--- config.mk ---
export PLATFORM = sky130hd
export DESIGN_NAME = periodic_timer_task_queue
export DESIGN_NICKNAME = d
export VERILOG_FILES = /design/src/rtl/ptq_pkg.sv /design/src/rtl/ptq_alu.sv /design/src/rtl/ptq_slot_mem.sv /design/src/rtl/periodic_timer_task_queue.sv
export SDC_FILE = /design/constraint.sdc
export NUM_CORES = 2
export LEC_CHECK = 0
export BUFFER_PORTS_ARGS = -buffer_cell sky130_fd_sc_hd__clkbuf_2
export CAP_MARGIN = 20
export CORE_MARGIN = 3
export CORE_UTILIZATION = 30
export CTS_BUF_LIST = sky130_fd_sc_hd__clkbuf_8
export CTS_CLUSTER_DIAMETER = 50
export DETAILED_ROUTE_END_ITERATION = 8
export GPL_TIMING_DRIVEN = 1
export PLACE_DENSITY_LB_ADDON = 0.15
export SKIP_CTS_REPAIR_TIMING = 1
export SLEW_MARGIN = 20
export SYNTH_ARGS = -nofsm -noshare
export SYNTH_HDL_FRONTEND = slang
export SYNTH_SLANG_ARGS = --single-unit
--- constraint.sdc ---
create_clock -name aclk -period 9.7 [get_ports aclk]
set_clock_uncertainty 0.1 [all_clocks]
set_input_delay 1.94 -clock aclk [delete_from_list [all_inputs] [get_ports aclk]]
set_output_delay 1.94 -clock aclk [all_outputs]
set_load 0.03 [all_outputs]
--- src/rtl/ptq_pkg.sv ---
`timescale 1ns / 1ps

package ptq_pkg;

    // default sizes of the slot table
    localparam int NUM_SLOTS_DEF  = 16;
    localparam int TIME_WIDTH_DEF = 32;
    localparam int ID_WIDTH_DEF   = 16;

    // most tasks fired by one tick
    localparam int MAX_FIRE = 16;
    localparam int FC_W     = $clog2(MAX_FIRE + 1);

    // fixed field widths of the stream words
    localparam int CMD_W      = 3;
    localparam int SPAN_W     = 31;
    localparam int TID_W      = 16;
    localparam int REF_W      = 16;
    localparam int KIND_W     = 2;
    localparam int STAT_W     = 2;
    localparam int IN_DATA_W  = 80;
    localparam int OUT_DATA_W = 24;

    // command codes
    localparam logic [CMD_W-1:0] CMD_TICK     = 3'd0;
    localparam logic [CMD_W-1:0] CMD_SCHED    = 3'd1;
    localparam logic [CMD_W-1:0] CMD_CANCEL   = 3'd2;
    localparam logic [CMD_W-1:0] CMD_COMPLETE = 3'd3;
    localparam logic [CMD_W-1:0] CMD_CLEAR    = 3'd4;

    // result kinds
    localparam logic [KIND_W-1:0] KIND_SCHED  = 2'd0;
    localparam logic [KIND_W-1:0] KIND_FIRE   = 2'd1;
    localparam logic [KIND_W-1:0] KIND_CANCEL = 2'd2;

    // result status codes
    localparam logic [STAT_W-1:0] STAT_OK        = 2'd0;
    localparam logic [STAT_W-1:0] STAT_FULL      = 2'd1;
    localparam logic [STAT_W-1:0] STAT_NOT_FOUND = 2'd2;

    // slot table write strobes
    typedef struct packed {
        logic due_en;
        logic meta_en;
    } ptq_wr_t;

endpackage

--- src/rtl/ptq_alu.sv ---
`timescale 1ns / 1ps

module ptq_alu
    import ptq_pkg::*;
#(
    parameter int TIME_WIDTH = TIME_WIDTH_DEF
) (
    input  logic [TIME_WIDTH-1:0] op_a,
    input  logic [TIME_WIDTH-1:0] op_b,
    input  logic                  cin,
    input  logic [TIME_WIDTH-1:0] cmp_ref,
    output logic [TIME_WIDTH-1:0] sum,
    output logic                  gt,
    output logic                  win
);

    localparam logic [TIME_WIDTH-1:0] TOP = {1'b1, {(TIME_WIDTH-1){1'b0}}};

    // shared adder, wraps modulo 2^TIME_WIDTH
    assign sum = op_a + op_b + TIME_WIDTH'(cin);

    // unsigned compare of the age against the best so far
    assign gt = (sum > cmp_ref);

    // age in 0..TOP means the due time is not in the future
    assign win = !sum[TIME_WIDTH-1] || (sum == TOP);

endmodule

--- src/rtl/ptq_slot_mem.sv ---
`timescale 1ns / 1ps

module ptq_slot_mem
    import ptq_pkg::*;
#(
    parameter int NUM_SLOTS  = NUM_SLOTS_DEF,
    parameter int TIME_WIDTH = TIME_WIDTH_DEF,
    parameter int ID_WIDTH   = ID_WIDTH_DEF
) (
    input  logic                         aclk,
    input  ptq_wr_t                      wr,
    input  logic [$clog2(NUM_SLOTS)-1:0] wr_addr,
    input  logic [TIME_WIDTH-1:0]        wr_due,
    input  logic [SPAN_W-1:0]            wr_period,
    input  logic [ID_WIDTH-1:0]          wr_ident,
    input  logic [$clog2(NUM_SLOTS)-1:0] rd_addr,
    output logic [TIME_WIDTH-1:0]        rd_due,
    output logic [SPAN_W-1:0]            rd_period,
    output logic [ID_WIDTH-1:0]          rd_ident
);

    logic [TIME_WIDTH-1:0] due_mem    [NUM_SLOTS];
    logic [SPAN_W-1:0]     period_mem [NUM_SLOTS];
    logic [ID_WIDTH-1:0]   ident_mem  [NUM_SLOTS];

    // single write port
    always_ff @(posedge aclk) begin
        if (wr.due_en) begin
            due_mem[wr_addr] <= wr_due;
        end
        if (wr.meta_en) begin
            period_mem[wr_addr] <= wr_period;
            ident_mem[wr_addr]  <= wr_ident;
        end
    end

    // single registered read port
    always_ff @(posedge aclk) begin
        rd_due    <= due_mem[rd_addr];
        rd_period <= period_mem[rd_addr];
        rd_ident  <= ident_mem[rd_addr];
    end

endmodule

--- src/rtl/periodic_timer_task_queue.sv ---
`timescale 1ns / 1ps

// Timer task table with periodic re-arm.
// Input words arrive on s_tvalid/s_tready; s_tuser carries the command
// (tick, schedule, cancel, complete, clear). Results leave on m_tvalid/m_tready,
// m_tuser gives the kind (schedule answer, fired, cancel answer), m_tlast marks
// the final result caused by one input word.
// One word is worked on at a time; s_tready is high only while idle.
// Tick, schedule, cancel and complete scan the slot table one slot per cycle
// through the single read port of the slot memory, comparing in one shared
// adder/comparator. Schedule, cancel and complete make one scan each. A tick
// that fires F tasks (0 < F < 16) makes one full scan per fired task plus a
// final empty scan and then sends the last result; a tick that fires 16 tasks
// skips the empty scan, and one that fires none makes a single scan.
// Clear all and unknown commands need no scan.
// Results sit in an output register; while the receiver stalls, the block
// waits before writing the next result, so nothing is lost.
// Reset (aresetn low, synchronous) empties the table, zeroes the time and
// id counters and drops any pending result; no memory clearing pass is needed.
module periodic_timer_task_queue
    import ptq_pkg::*;
#(
    parameter int NUM_SLOTS  = NUM_SLOTS_DEF,
    parameter int TIME_WIDTH = TIME_WIDTH_DEF,
    parameter int ID_WIDTH   = ID_WIDTH_DEF
) (
    input  logic                  aclk,
    input  logic                  aresetn,
    input  logic                  s_tvalid,
    output logic                  s_tready,
    // delay[30:0], interval[61:31], task_id[77:62], keep[78], zero[79]
    input  logic [IN_DATA_W-1:0]  s_tdata,
    // cmd[2:0]
    input  logic [CMD_W-1:0]      s_tuser,
    output logic                  m_tvalid,
    input  logic                  m_tready,
    // task_ref[15:0], status[17:16], zero[23:18]
    output logic [OUT_DATA_W-1:0] m_tdata,
    // kind[1:0]
    output logic [KIND_W-1:0]     m_tuser,
    output logic                  m_tlast
);

    localparam int IDX_W = $clog2(NUM_SLOTS);
    localparam logic [IDX_W-1:0] LAST_IDX = IDX_W'(NUM_SLOTS - 1);

    typedef enum logic [2:0] {
        S_IDLE,
        S_TICK_INC,
        S_SCAN,
        S_ACT,
        S_FLUSH
    } state_t;

    state_t                 state_reg, state_next;
    logic [CMD_W-1:0]       cmd_reg, cmd_next;
    logic [SPAN_W-1:0]      delay_reg, delay_next;
    logic [SPAN_W-1:0]      interval_reg, interval_next;
    logic [TID_W-1:0]       tid_reg, tid_next;
    logic                   keep_reg, keep_next;
    logic [TIME_WIDTH-1:0]  now_reg, now_next;
    logic [ID_WIDTH-1:0]    next_id_reg, next_id_next;
    logic [NUM_SLOTS-1:0]   valid_reg, valid_next;
    logic [NUM_SLOTS-1:0]   flight_reg, flight_next;
    logic [NUM_SLOTS-1:0]   cancel_reg, cancel_next;
    logic [IDX_W-1:0]       rd_ptr_reg, rd_ptr_next;
    logic                   issue_reg, issue_next;
    logic                   chk_vld_reg, chk_vld_next;
    logic [IDX_W-1:0]       chk_idx_reg, chk_idx_next;
    logic                   found_reg, found_next;
    logic [IDX_W-1:0]       best_idx_reg, best_idx_next;
    logic [TIME_WIDTH-1:0]  best_age_reg, best_age_next;
    logic [ID_WIDTH-1:0]    best_ident_reg, best_ident_next;
    logic [SPAN_W-1:0]      best_period_reg, best_period_next;
    logic [FC_W-1:0]        fire_cnt_reg, fire_cnt_next;
    logic                   pend_vld_reg, pend_vld_next;
    logic [REF_W-1:0]       pend_ref_reg, pend_ref_next;
    logic                   m_valid_reg, m_valid_next;
    logic [REF_W-1:0]       m_ref_reg, m_ref_next;
    logic [STAT_W-1:0]      m_status_reg, m_status_next;
    logic [KIND_W-1:0]      m_kind_reg, m_kind_next;
    logic                   m_last_reg, m_last_next;

    // slot memory and shared unit hookup
    ptq_wr_t                mem_wr;
    logic [TIME_WIDTH-1:0]  rd_due;
    logic [SPAN_W-1:0]      rd_period;
    logic [ID_WIDTH-1:0]    rd_ident;
    logic [TIME_WIDTH-1:0]  alu_a, alu_b, alu_sum;
    logic                   alu_cin, alu_gt, alu_win;

    // width adaptation of the fixed fields
    logic [TID_W+31:0]            tid_ext;
    logic [ID_WIDTH-1:0]          id_w;
    logic [ID_WIDTH+REF_W-1:0]    id_ref_ext, nid_ext, best_ref_ext;
    logic [SPAN_W+63:0]           delay_ext, period_ext;
    logic [TIME_WIDTH-1:0]        delay_t, period_t;
    logic                         accept, out_free, ident_eq, hit;

    assign tid_ext      = {32'd0, tid_reg};
    assign id_w         = tid_ext[ID_WIDTH-1:0];
    assign id_ref_ext   = {{REF_W{1'b0}}, id_w};
    assign nid_ext      = {{REF_W{1'b0}}, next_id_reg};
    assign best_ref_ext = {{REF_W{1'b0}}, best_ident_reg};
    assign delay_ext    = {64'd0, delay_reg};
    assign period_ext   = {64'd0, best_period_reg};
    assign delay_t      = delay_ext[TIME_WIDTH-1:0];
    assign period_t     = period_ext[TIME_WIDTH-1:0];

    assign s_tready = (state_reg == S_IDLE);
    assign accept   = s_tvalid && s_tready;
    assign out_free = !m_valid_reg || m_tready;
    assign ident_eq = (rd_ident == id_w);

    assign m_tvalid = m_valid_reg;
    assign m_tdata  = {{(OUT_DATA_W-REF_W-STAT_W){1'b0}}, m_status_reg, m_ref_reg};
    assign m_tuser  = m_kind_reg;
    assign m_tlast  = m_last_reg;

    ptq_slot_mem #(
        .NUM_SLOTS  (NUM_SLOTS),
        .TIME_WIDTH (TIME_WIDTH),
        .ID_WIDTH   (ID_WIDTH)
    ) u_mem (
        .aclk      (aclk),
        .wr        (mem_wr),
        .wr_addr   (best_idx_reg),
        .wr_due    (alu_sum),
        .wr_period (interval_reg),
        .wr_ident  (next_id_reg),
        .rd_addr   (rd_ptr_reg),
        .rd_due    (rd_due),
        .rd_period (rd_period),
        .rd_ident  (rd_ident)
    );

    ptq_alu #(
        .TIME_WIDTH (TIME_WIDTH)
    ) u_alu (
        .op_a    (alu_a),
        .op_b    (alu_b),
        .cin     (alu_cin),
        .cmp_ref (best_age_reg),
        .sum     (alu_sum),
        .gt      (alu_gt),
        .win     (alu_win)
    );

    // operand select for the shared adder
    always_comb begin
        alu_a   = now_reg;
        alu_b   = ~rd_due;
        alu_cin = 1'b1;
        case (state_reg)
            S_TICK_INC: begin
                alu_b = '0;
            end
            S_ACT: begin
                if (cmd_reg == CMD_SCHED) begin
                    alu_b = delay_t;
                end else begin
                    alu_b   = period_t;
                    alu_cin = 1'b0;
                end
            end
            default: begin
                alu_b = ~rd_due;
            end
        endcase
    end

    // match test on the slot coming out of memory
    always_comb begin
        case (cmd_reg)
            CMD_TICK:
                hit = valid_reg[chk_idx_reg] && !flight_reg[chk_idx_reg] && alu_win
                      && (!found_reg || alu_gt);
            CMD_SCHED:
                hit = !valid_reg[chk_idx_reg] && !found_reg;
            CMD_CANCEL:
                hit = valid_reg[chk_idx_reg] && ident_eq && !found_reg;
            CMD_COMPLETE:
                hit = valid_reg[chk_idx_reg] && flight_reg[chk_idx_reg] && ident_eq
                      && !found_reg;
            default:
                hit = 1'b0;
        endcase
    end

    // sequencer
    always_comb begin
        state_next       = state_reg;
        cmd_next         = cmd_reg;
        delay_next       = delay_reg;
        interval_next    = interval_reg;
        tid_next         = tid_reg;
        keep_next        = keep_reg;
        now_next         = now_reg;
        next_id_next     = next_id_reg;
        valid_next       = valid_reg;
        flight_next      = flight_reg;
        cancel_next      = cancel_reg;
        rd_ptr_next      = rd_ptr_reg;
        issue_next       = issue_reg;
        chk_vld_next     = (state_reg == S_SCAN) && issue_reg;
        chk_idx_next     = rd_ptr_reg;
        found_next       = found_reg;
        best_idx_next    = best_idx_reg;
        best_age_next    = best_age_reg;
        best_ident_next  = best_ident_reg;
        best_period_next = best_period_reg;
        fire_cnt_next    = fire_cnt_reg;
        pend_vld_next    = pend_vld_reg;
        pend_ref_next    = pend_ref_reg;
        m_valid_next     = m_valid_reg && !m_tready;
        m_ref_next       = m_ref_reg;
        m_status_next    = m_status_reg;
        m_kind_next      = m_kind_reg;
        m_last_next      = m_last_reg;
        mem_wr           = '0;

        case (state_reg)
            S_IDLE: begin
                if (accept) begin
                    cmd_next      = s_tuser;
                    delay_next    = s_tdata[30:0];
                    interval_next = s_tdata[61:31];
                    tid_next      = s_tdata[77:62];
                    keep_next     = s_tdata[78];
                    fire_cnt_next = '0;
                    pend_vld_next = 1'b0;
                    rd_ptr_next   = '0;
                    issue_next    = 1'b1;
                    found_next    = 1'b0;
                    case (s_tuser)
                        CMD_TICK: begin
                            state_next = S_TICK_INC;
                        end
                        CMD_SCHED, CMD_CANCEL, CMD_COMPLETE: begin
                            state_next = S_SCAN;
                        end
                        CMD_CLEAR: begin
                            valid_next  = '0;
                            flight_next = '0;
                            cancel_next = '0;
                        end
                        default: begin
                            state_next = S_IDLE;
                        end
                    endcase
                end
            end

            // advance time, then scan for the earliest due slot
            S_TICK_INC: begin
                now_next   = alu_sum;
                state_next = S_SCAN;
            end

            // one slot read per cycle, checked in the cycle after its read
            S_SCAN: begin
                if (issue_reg) begin
                    rd_ptr_next = rd_ptr_reg + 1'b1;
                    if (rd_ptr_reg == LAST_IDX) begin
                        issue_next = 1'b0;
                    end
                end
                if (chk_vld_reg) begin
                    if (hit) begin
                        found_next       = 1'b1;
                        best_idx_next    = chk_idx_reg;
                        best_age_next    = alu_sum;
                        best_ident_next  = rd_ident;
                        best_period_next = rd_period;
                    end
                    if (chk_idx_reg == LAST_IDX) begin
                        state_next = S_ACT;
                    end
                end
            end

            S_ACT: begin
                case (cmd_reg)
                    CMD_TICK: begin
                        if (found_reg) begin
                            if (!pend_vld_reg || out_free) begin
                                flight_next[best_idx_reg] = 1'b1;
                                fire_cnt_next = fire_cnt_reg + 1'b1;
                                if (pend_vld_reg) begin
                                    m_valid_next  = 1'b1;
                                    m_ref_next    = pend_ref_reg;
                                    m_status_next = STAT_OK;
                                    m_kind_next   = KIND_FIRE;
                                    m_last_next   = 1'b0;
                                end
                                pend_vld_next = 1'b1;
                                pend_ref_next = best_ref_ext[REF_W-1:0];
                                if (fire_cnt_reg == FC_W'(MAX_FIRE - 1)) begin
                                    state_next = S_FLUSH;
                                end else begin
                                    state_next  = S_SCAN;
                                    rd_ptr_next = '0;
                                    issue_next  = 1'b1;
                                    found_next  = 1'b0;
                                end
                            end
                        end else if (pend_vld_reg) begin
                            state_next = S_FLUSH;
                        end else begin
                            state_next = S_IDLE;
                        end
                    end
                    CMD_SCHED: begin
                        if (out_free) begin
                            m_valid_next = 1'b1;
                            m_kind_next  = KIND_SCHED;
                            m_last_next  = 1'b1;
                            if (found_reg) begin
                                mem_wr.due_en  = 1'b1;
                                mem_wr.meta_en = 1'b1;
                                valid_next[best_idx_reg]  = 1'b1;
                                flight_next[best_idx_reg] = 1'b0;
                                cancel_next[best_idx_reg] = 1'b0;
                                m_ref_next    = nid_ext[REF_W-1:0];
                                m_status_next = STAT_OK;
                                next_id_next  = next_id_reg + 1'b1;
                            end else begin
                                m_ref_next    = '0;
                                m_status_next = STAT_FULL;
                            end
                            state_next = S_IDLE;
                        end
                    end
                    CMD_CANCEL: begin
                        if (out_free) begin
                            m_valid_next = 1'b1;
                            m_kind_next  = KIND_CANCEL;
                            m_last_next  = 1'b1;
                            m_ref_next   = id_ref_ext[REF_W-1:0];
                            if (found_reg) begin
                                m_status_next = STAT_OK;
                                if (flight_reg[best_idx_reg]) begin
                                    cancel_next[best_idx_reg] = 1'b1;
                                end else begin
                                    valid_next[best_idx_reg]  = 1'b0;
                                    flight_next[best_idx_reg] = 1'b0;
                                    cancel_next[best_idx_reg] = 1'b0;
                                end
                            end else begin
                                m_status_next = STAT_NOT_FOUND;
                            end
                            state_next = S_IDLE;
                        end
                    end
                    CMD_COMPLETE: begin
                        if (found_reg) begin
                            if ((best_period_reg != '0) && keep_reg
                                    && !cancel_reg[best_idx_reg]) begin
                                // re-arm at now plus period
                                mem_wr.due_en = 1'b1;
                                flight_next[best_idx_reg] = 1'b0;
                            end else begin
                                valid_next[best_idx_reg]  = 1'b0;
                                flight_next[best_idx_reg] = 1'b0;
                                cancel_next[best_idx_reg] = 1'b0;
                            end
                        end
                        state_next = S_IDLE;
                    end
                    default: begin
                        state_next = S_IDLE;
                    end
                endcase
            end

            // last fired task of this tick
            S_FLUSH: begin
                if (out_free) begin
                    m_valid_next  = 1'b1;
                    m_ref_next    = pend_ref_reg;
                    m_status_next = STAT_OK;
                    m_kind_next   = KIND_FIRE;
                    m_last_next   = 1'b1;
                    pend_vld_next = 1'b0;
                    state_next    = S_IDLE;
                end
            end

            default: begin
                state_next = S_IDLE;
            end
        endcase
    end

    // state and registered outputs
    always_ff @(posedge aclk) begin
        if (!aresetn) begin
            state_reg    <= S_IDLE;
            now_reg      <= '0;
            next_id_reg  <= '0;
            valid_reg    <= '0;
            flight_reg   <= '0;
            cancel_reg   <= '0;
            issue_reg    <= 1'b0;
            chk_vld_reg  <= 1'b0;
            found_reg    <= 1'b0;
            fire_cnt_reg <= '0;
            pend_vld_reg <= 1'b0;
            m_valid_reg  <= 1'b0;
        end else begin
            state_reg    <= state_next;
            now_reg      <= now_next;
            next_id_reg  <= next_id_next;
            valid_reg    <= valid_next;
            flight_reg   <= flight_next;
            cancel_reg   <= cancel_next;
            issue_reg    <= issue_next;
            chk_vld_reg  <= chk_vld_next;
            found_reg    <= found_next;
            fire_cnt_reg <= fire_cnt_next;
            pend_vld_reg <= pend_vld_next;
            m_valid_reg  <= m_valid_next;
        end
        cmd_reg         <= cmd_next;
        delay_reg       <= delay_next;
        interval_reg    <= interval_next;
        tid_reg         <= tid_next;
        keep_reg        <= keep_next;
        rd_ptr_reg      <= rd_ptr_next;
        chk_idx_reg     <= chk_idx_next;
        best_idx_reg    <= best_idx_next;
        best_age_reg    <= best_age_next;
        best_ident_reg  <= best_ident_next;
        best_period_reg <= best_period_next;
        pend_ref_reg    <= pend_ref_next;
        m_ref_reg       <= m_ref_next;
        m_status_reg    <= m_status_next;
        m_kind_reg      <= m_kind_next;
        m_last_reg      <= m_last_next;
    end

`ifndef NO_ASSERTIONS
    // a slot is only in flight while it is valid
    a_flight_valid: assert property (@(posedge aclk) disable iff (!aresetn)
        (flight_reg & ~valid_reg) == '0)
        else $error("in-flight mark on a free slot");

    // a cancelled mark only stands on an in-flight slot
    a_cancel_flight: assert property (@(posedge aclk) disable iff (!aresetn)
        (cancel_reg & ~flight_reg) == '0)
        else $error("cancelled mark on a slot not in flight");

    // one tick never fires more than the limit
    a_fire_limit: assert property (@(posedge aclk) disable iff (!aresetn)
        fire_cnt_reg <= FC_W'(MAX_FIRE))
        else $error("tick fired too many tasks");

    // fired results always carry status ok
    a_fire_ok: assert property (@(posedge aclk) disable iff (!aresetn)
        m_valid_reg && (m_kind_reg == KIND_FIRE) |-> (m_status_reg == STAT_OK))
        else $error("fired result with bad status");

    // busy right after a word that needs a table scan is taken
    a_busy_after_accept: assert property (@(posedge aclk) disable iff (!aresetn)
        accept && (s_tuser <= CMD_COMPLETE) |=> !s_tready)
        else $error("ready right after accepting a word");
`endif

endmodule
* Yosys cells after proc, flatten, opt, wreduce, memory -nomap -nowiden
Memories as Yosys holds them, arrays and structs flattened. A register that Yosys moved wholly into a read port is not among the register bits.
Index checks and enable logic that the tools add are counted.
** Cells by class
- Equality and inequality tests :: 43
- Magnitude comparators :: 4
- Reduce and logical (&&, ||, !) cells :: 52
- Bitwise operators :: 8
- Divide/modulo/power cells :: 0
- Multiplexer cells :: 137
- Shifts and indexed selects :: 0
- $add $sub $neg :: 5
- Multiply operators :: 0
** Operator list (count)
- 2-to-1 mux 16 bit :: 30
- one-hot mux 16 bit (3 select lines) :: 3
- one-hot mux 16 bit (2 select lines) :: 4
- one-hot mux 16 bit (4 select lines) :: 1
- one-hot mux 32 bit (2 select lines) :: 1
- AND 16 bit :: 3
- OR 16 bit :: 3
- 2-to-1 mux 1 bit :: 41
- adder 32 x 1 -> 32 bit :: 1
- adder 32 bit :: 1
- equality test 32 bit, second input constant :: 1
- greater-than comparator 32 bit :: 1
- inverter 32 bit :: 1
- 2-to-1 mux 31 bit :: 1
- nonzero test 31 bit :: 1
- 2-to-1 mux 2 bit :: 15
- inequality test 3 bit, second input constant :: 10
- 2-to-1 mux 3 bit :: 8
- 2-to-1 mux 4 bit :: 6
- 2-to-1 mux 5 bit :: 4
- AND reduction 10 bit :: 2
- AND reduction 5 bit :: 4
- equality test 3 x 2 -> 1 bit, second input constant :: 6
- adder 16 x 1 -> 16 bit, second input constant :: 1
- other kinds (44) :: 100
** Storage, ports and cells
- Memory bits (read-only) :: 0
- RAM bits :: 1264
- Bits in latches :: 0
- Register bits after elaboration :: 319
- Word-level logic and storage cells :: 280
- Memories kept :: 3
** Memory list
- u_mem.due_mem :: depth 16, width 32, rd ports 1, clocked after memory_dff 1, wr ports 1, line ptq_slot_mem.sv:22 : logic [TIME_WIDTH-1:0] due_mem [NUM_SLOTS];
- u_mem.period_mem :: depth 16, width 31, rd ports 1, clocked after memory_dff 1, wr ports 1, line ptq_slot_mem.sv:23 : logic [SPAN_W-1:0] period_mem [NUM_SLOTS];
- u_mem.ident_mem :: depth 16, width 16, rd ports 1, clocked after memory_dff 1, wr ports 1, line ptq_slot_mem.sv:24 : logic [ID_WIDTH-1:0] ident_mem [NUM_SLOTS];

* Depth between registers and ports, before layout
- Depth in word-level cells :: 13
- Gate-level depth with buffers :: 27
- Mapped depth without buffers :: 25

* Hierarchy
From an unflattened synthesis, not the netlist that was laid out.
** Unflattened totals
- Cells, all modules :: 3457
- Area, all modules :: 64593.2 um^2
** Modules (own cells, without submodules)
- ptq_slot_mem :: area each 48982.0 um^2, seq. area each 39537.9 um^2, times used 1, cells each 2053
- periodic_timer_task_queue :: area each 12951.2 um^2, seq. area each 8448.1 um^2, times used 1, cells each 1022
- ptq_alu :: area each 2660.1 um^2, seq. area each 0.0 um^2, times used 1, cells each 382

* Worst setup path before layout
Ideal clock, no wire load.
- Kind :: register to register
- From :: reg state_reg[0]
- To :: reg best_age_reg[0], enable pin
- Data required time :: 9075 ps
- Period minus slack after synthesis :: 9950 ps
- Path slack :: -250 ps
- Stages on the path, launching flop included :: 28
- Arrival time :: 9325 ps
- Cell sequence :: dfxtp_1 > nor2b_1 > clkbuf_1 > and2_1 > clkbuf_1 > clkbuf_1 > clkbuf_1 > o21ai_0 > fa_1 > fa_1 > a211oi_2 > o211ai_1 > a31oi_1 > a21oi_1 > a21oi_1 > a21boi_0 > xor2_1 > ha_1 > nand4_1 > nor4_1 > nand2_1 > nor4_1 > nor3_1 > nand2_1 > nor4_1 > and4b_1 > a31oi_1 > nor2_1
** On the way
- Word-level cells in the longest chain between the ends :: 10
** RTL lines
- from (decl) :: line periodic_timer_task_queue.sv:55 : state_t state_reg, state_next;
- from (signal assigned) :: line periodic_timer_task_queue.sv:411 : state_reg <= state_next;
- equality test 3 x 2 -> 1 bit / equality test 3 x 1 -> 1 bit (equally long branches) :: line periodic_timer_task_queue.sv:154 : case (state_reg)
- one-hot mux 32 bit (2 select lines) :: line periodic_timer_task_queue.sv:154
- adder 32 bit :: line ptq_alu.sv:20 : assign sum = op_a + op_b + TIME_WIDTH'(cin);
- adder 32 x 1 -> 32 bit * :: line ptq_alu.sv:20
- named net alu_sum[24] :: line periodic_timer_task_queue.sv:89 : logic [TIME_WIDTH-1:0] alu_a, alu_b, alu_sum;
- parallel branches: the longest is 3 deep, another holds greater-than comparator 32 bit
- logical AND 1 bit * :: line periodic_timer_task_queue.sv:177 : && (!found_reg || alu_gt);
- one-hot mux 1 bit (4 select lines) * :: line periodic_timer_task_queue.sv:174 : case (cmd_reg)
- AND reduction 3 bit (no source line) *
- to (signal assigned) :: line periodic_timer_task_queue.sv:432 : best_age_reg <= best_age_next;
- to (decl) :: line periodic_timer_task_queue.sv:72 : logic [TIME_WIDTH-1:0] best_age_reg, best_age_next;
Mark *: on every way through the listed nets, which the timed path passes.
A chain may end at the register's enable or synchronous reset.

* Worst setup path in the final report
- From :: reg cmd_reg[1]
- To :: reg best_period_reg[30], enable pin
** On the way
- Word-level cells in the longest chain between the ends :: 11
** RTL lines
- from (decl) :: line periodic_timer_task_queue.sv:56 : logic [CMD_W-1:0] cmd_reg, cmd_next;
- from (signal assigned) :: line periodic_timer_task_queue.sv:424 : cmd_reg <= cmd_next;
- equality test 3 x 1 -> 1 bit * :: line periodic_timer_task_queue.sv:159 : if (cmd_reg == CMD_SCHED) begin
- 2-to-1 mux 31 bit :: line periodic_timer_task_queue.sv:159
- one-hot mux 32 bit (2 select lines) :: line periodic_timer_task_queue.sv:154
- adder 32 bit :: line ptq_alu.sv:20
- adder 32 x 1 -> 32 bit * :: line ptq_alu.sv:20
- named net alu_sum[25] :: line periodic_timer_task_queue.sv:89
- parallel branches: the longest is 3 deep, another holds greater-than comparator 32 bit
- logical AND 1 bit * :: line periodic_timer_task_queue.sv:177
- one-hot mux 1 bit (4 select lines) * :: line periodic_timer_task_queue.sv:174
- AND reduction 3 bit (no source line) *
- to (signal assigned) :: line periodic_timer_task_queue.sv:434 : best_period_reg <= best_period_next;
- to (decl) :: line periodic_timer_task_queue.sv:74 : logic [SPAN_W-1:0] best_period_reg, best_period_next;
Marked as above.

==> flow_summary.ini <==
[run_status]
status = finished, final reports clean

[setup_path]
critPathRequiredTime_ns = 10.25
path_max_fanout = 63
start_kind = register
reg2reg_slack_ns = 1.47
cp.arrival_ns = 8.78
worst_setup_path_end_kind = register
path_class = register to register

[drt]
viasPerCell = 4.825
num_vias = 32484
routedWlPerCell_um = 26.29
ant_nets = 0
dr.pass1.iters = 5
drc_errors = 0
wirelength_mm = 177.0
drt_iter0_markers = 2324

[synth]
synthTopCellsByArea = edfxtp_1, mux4_2, dfxtp_1
synthMostInstantiatedCell = edfxtp_1
synthCells = 3325
ys_ff_latch = 1662
synthFlopType = edfxtp_1
synth_top_cell_by_area = edfxtp_1
synth.distinct_cells = 73
syn_area_per_cell_um2 = 19.35
synthArstFlopShare_pct = 0
synth_edf_count = 1470
synth.top_cells.by_count = edfxtp_1, mux4_2, nand2_1
syn-cell-area_um2 = 64320
yosysSeqAreaShare_pct = 74.60
synth.top_cell.area_share_pct = 68.63
yosys_warnings = 0

[grt]
met2_usage_pct = 27.09
gr-total-overflow = 0
grt_pass1_wl_mm = 252.9
gr-usage-met1_pct = 20.97
grt_pass1_vias = 34355
top_usage_layer = met2
antenna_found_initial = 11
track_usage_pct = 16.08
grt_max_degree = 122
grt_use_met3_pct = 3.143

[layout]
nNetsFinal = 3838
fin_area_um2 = 74490
regMostFlops = u_mem.due_mem
reg_top3 = u_mem.due_mem: 512 flops, u_mem.period_mem: 496 flops, u_mem.ident_mem: 256 flops
fillerInstances = 20215
largest_reg_flops = 512
final_util_pct = 35.02
drive_gt1_share_pct = 27.36
areaGrowthSynthToFinish_pct = 15.81

[flow_run]
cap_violations = 0

[sta]
tightest_slew_ns = 1.072
setup_viol = 0
grt_setup_unrepaired = no
slew_headroom_pct = 28.35
maxSlewViolCount = 0
fmax_ghz = 0.1215
tns_ns = 0
period_share_pct = 84.86
timing_hold_violations_final = 0
period_needed_ns = 8.231

[die]
coreArea_um2 = 212700
ioPinCount = 116
num_rows = 169
start_util_pct = 30.24
die_x_um = 469.0
die-area_um2 = 220000
die-height_um = 469.0

[clock_network]
h-tree-depth = 5
clk_path_buf_depth = 4
clockRootBuffer = clkbuf_8
cts_tree = done
cts_made_buffers = 310
clk_latency_ns = 1.02
clock-sinks = 1662
cts.clk_slew.worst_paths_ns = 0.06

[power]
p_per_area_nw_per_um2 = 233.7
ir_worst_vdd_mv = 0.1116
p_leak_nw = 24.40

[place]
port_buffers = 108
dpl_cell_area_um2 = 68830
globalplace.congestion = 0.8109
dp_hpwl_mm = 98.64

[worst_hold_path]
min_path_type = register to register
==> routing by layer <==
metal	vias up	share of wire [%]	routed length, um
met3	263	4.5	7994
met5	-	0.0040	7
met1	17156	43	75540
li1	14229	-	-
met2	834	50	89090
met4	2	2.5	4399
==> where the power goes <==
group          switching, mW  internal [mW]  leakage [nW]
registers              0.218           8.41          15.3
clock network           2.90           3.33          3.29
logic                   1.54           1.01          5.78
total                   4.66           12.7          24.4
==> cells in the final DEF, fill, tap and decap left out, types with 11 or more instances in the layout <==
| master | n |
|---|---|
| a211oi_1 | 12 |
| a21oi_1 | 141 |
| a22oi_1 | 17 |
| and3_1 | 12 |
| buf_4 | 89 |
| clkbuf_2 | 108 |
| clkbuf_8 | 342 |
| clkinv_1 | 36 |
| clkinv_2 | 27 |
| clkinvlp_4 | 11 |
| dfxtp_1 | 192 |
| edfxtp_1 | 1470 |
| ha_1 | 66 |
| inv_1 | 161 |
| mux2i_1 | 34 |
| mux4_2 | 412 |
| nand2_1 | 226 |
| nand3_1 | 27 |
| nand4_1 | 25 |
| nor2_1 | 138 |
| nor2_4 | 36 |
| nor2b_1 | 12 |
| nor3_1 | 23 |
| nor4_1 | 15 |
| o21ai_0 | 36 |
| o22ai_1 | 33 |
| xnor2_1 | 37 |
| xor2_1 | 21 |
==> cell families (layout without fill, tap and decap cells) <==
kind of cell / count (synthesis) / in the layout / share of synthesized area (%)
AOI/OAI and AO/OA: 313 / 313 / 2.996
xor gates and xnor gates: 59 / 59 / 0.8150
adders and majority gates: 68 / 68 / 1.346
buffers and inverters: 215 / 792 / 1.381
DFF: 1662 / 1662 / 74.60
muxes: 448 / 448 / 14.99
other: 1 / 11 / 0.005830
and+or+nand+nor: 559 / 559 / 3.865
==> path summary, 6_finish.rpt <==
kind,from,endpoint,cells past startpoint
worst min-delay path,u_mem.rd_period[14],best_period_reg[14],0
worst max-delay path,cmd_reg[1],best_period_reg[30],24
worst max register to register,cmd_reg[1],best_period_reg[30],24
worst min register to register,u_mem.rd_period[14],best_period_reg[14],0
==> per-stage QoR <==
| step | hold WS (ns) | instances | setup WS, ns | power, mW |
|---|---|---|---|---|
| finish | 0.3047 | 6733 | 1.469 | 17.41 |
| floorplan | 0.2462 | 3330 | 1.139 | 10.37 |
| detailed placement | 0.2911 | 6192 | 1.295 | 11.39 |
| global route | 0.3102 | 6730 | 0.7659 | 18.26 |
| CTS | 0.2994 | 6728 | 1.303 | 17.72 |
| global placement | 0.2880 | 6190 | 1.243 | 11.38 |
==> final cells by class <==
| class | instances | area [um^2] | share of cell area [%] |
|---|---|---|---|
| timing repair buffer | 204 | 1349 | 1.811 |
| multi-input combinational | 1453 | 15770 | 21.17 |
| tap | 2821 | 3530 | 4.738 |
| sequential | 1662 | 47990 | 64.42 |
| antenna | 5 | 12.51 | 0.01680 |
| clock buffer | 342 | 4707 | 6.319 |
| inverter | 52 | 200.2 | 0.2687 |
| clock inverter | 194 | 933.4 | 1.253 |
==> critical path, stage by stage, from the launching register on <==
cell and delay (ns):
edfxtp_1 0.47, inv_1 0.11, nand2_1 0.17, nor2_4 0.64
mux2i_1 0.30, o22ai_1 0.11, fa_1 0.47, a211oi_1 0.34
o211ai_1 0.19, nand3_1 0.17, a31oi_1 0.17, nor3b_1 0.54
o21ai_0 0.22, xnor2_1 0.39, inv_1 0.39, ha_1 0.42
nand4_1 0.16, nor4_1 0.40, nand2_1 0.15, a21oi_1 0.17
a211oi_1 0.08, and4b_1 0.28, a31oi_1 0.21, nor2_4 0.75
buf_12 0.41
No activity file was read; power rests on OpenSTA's default activity.
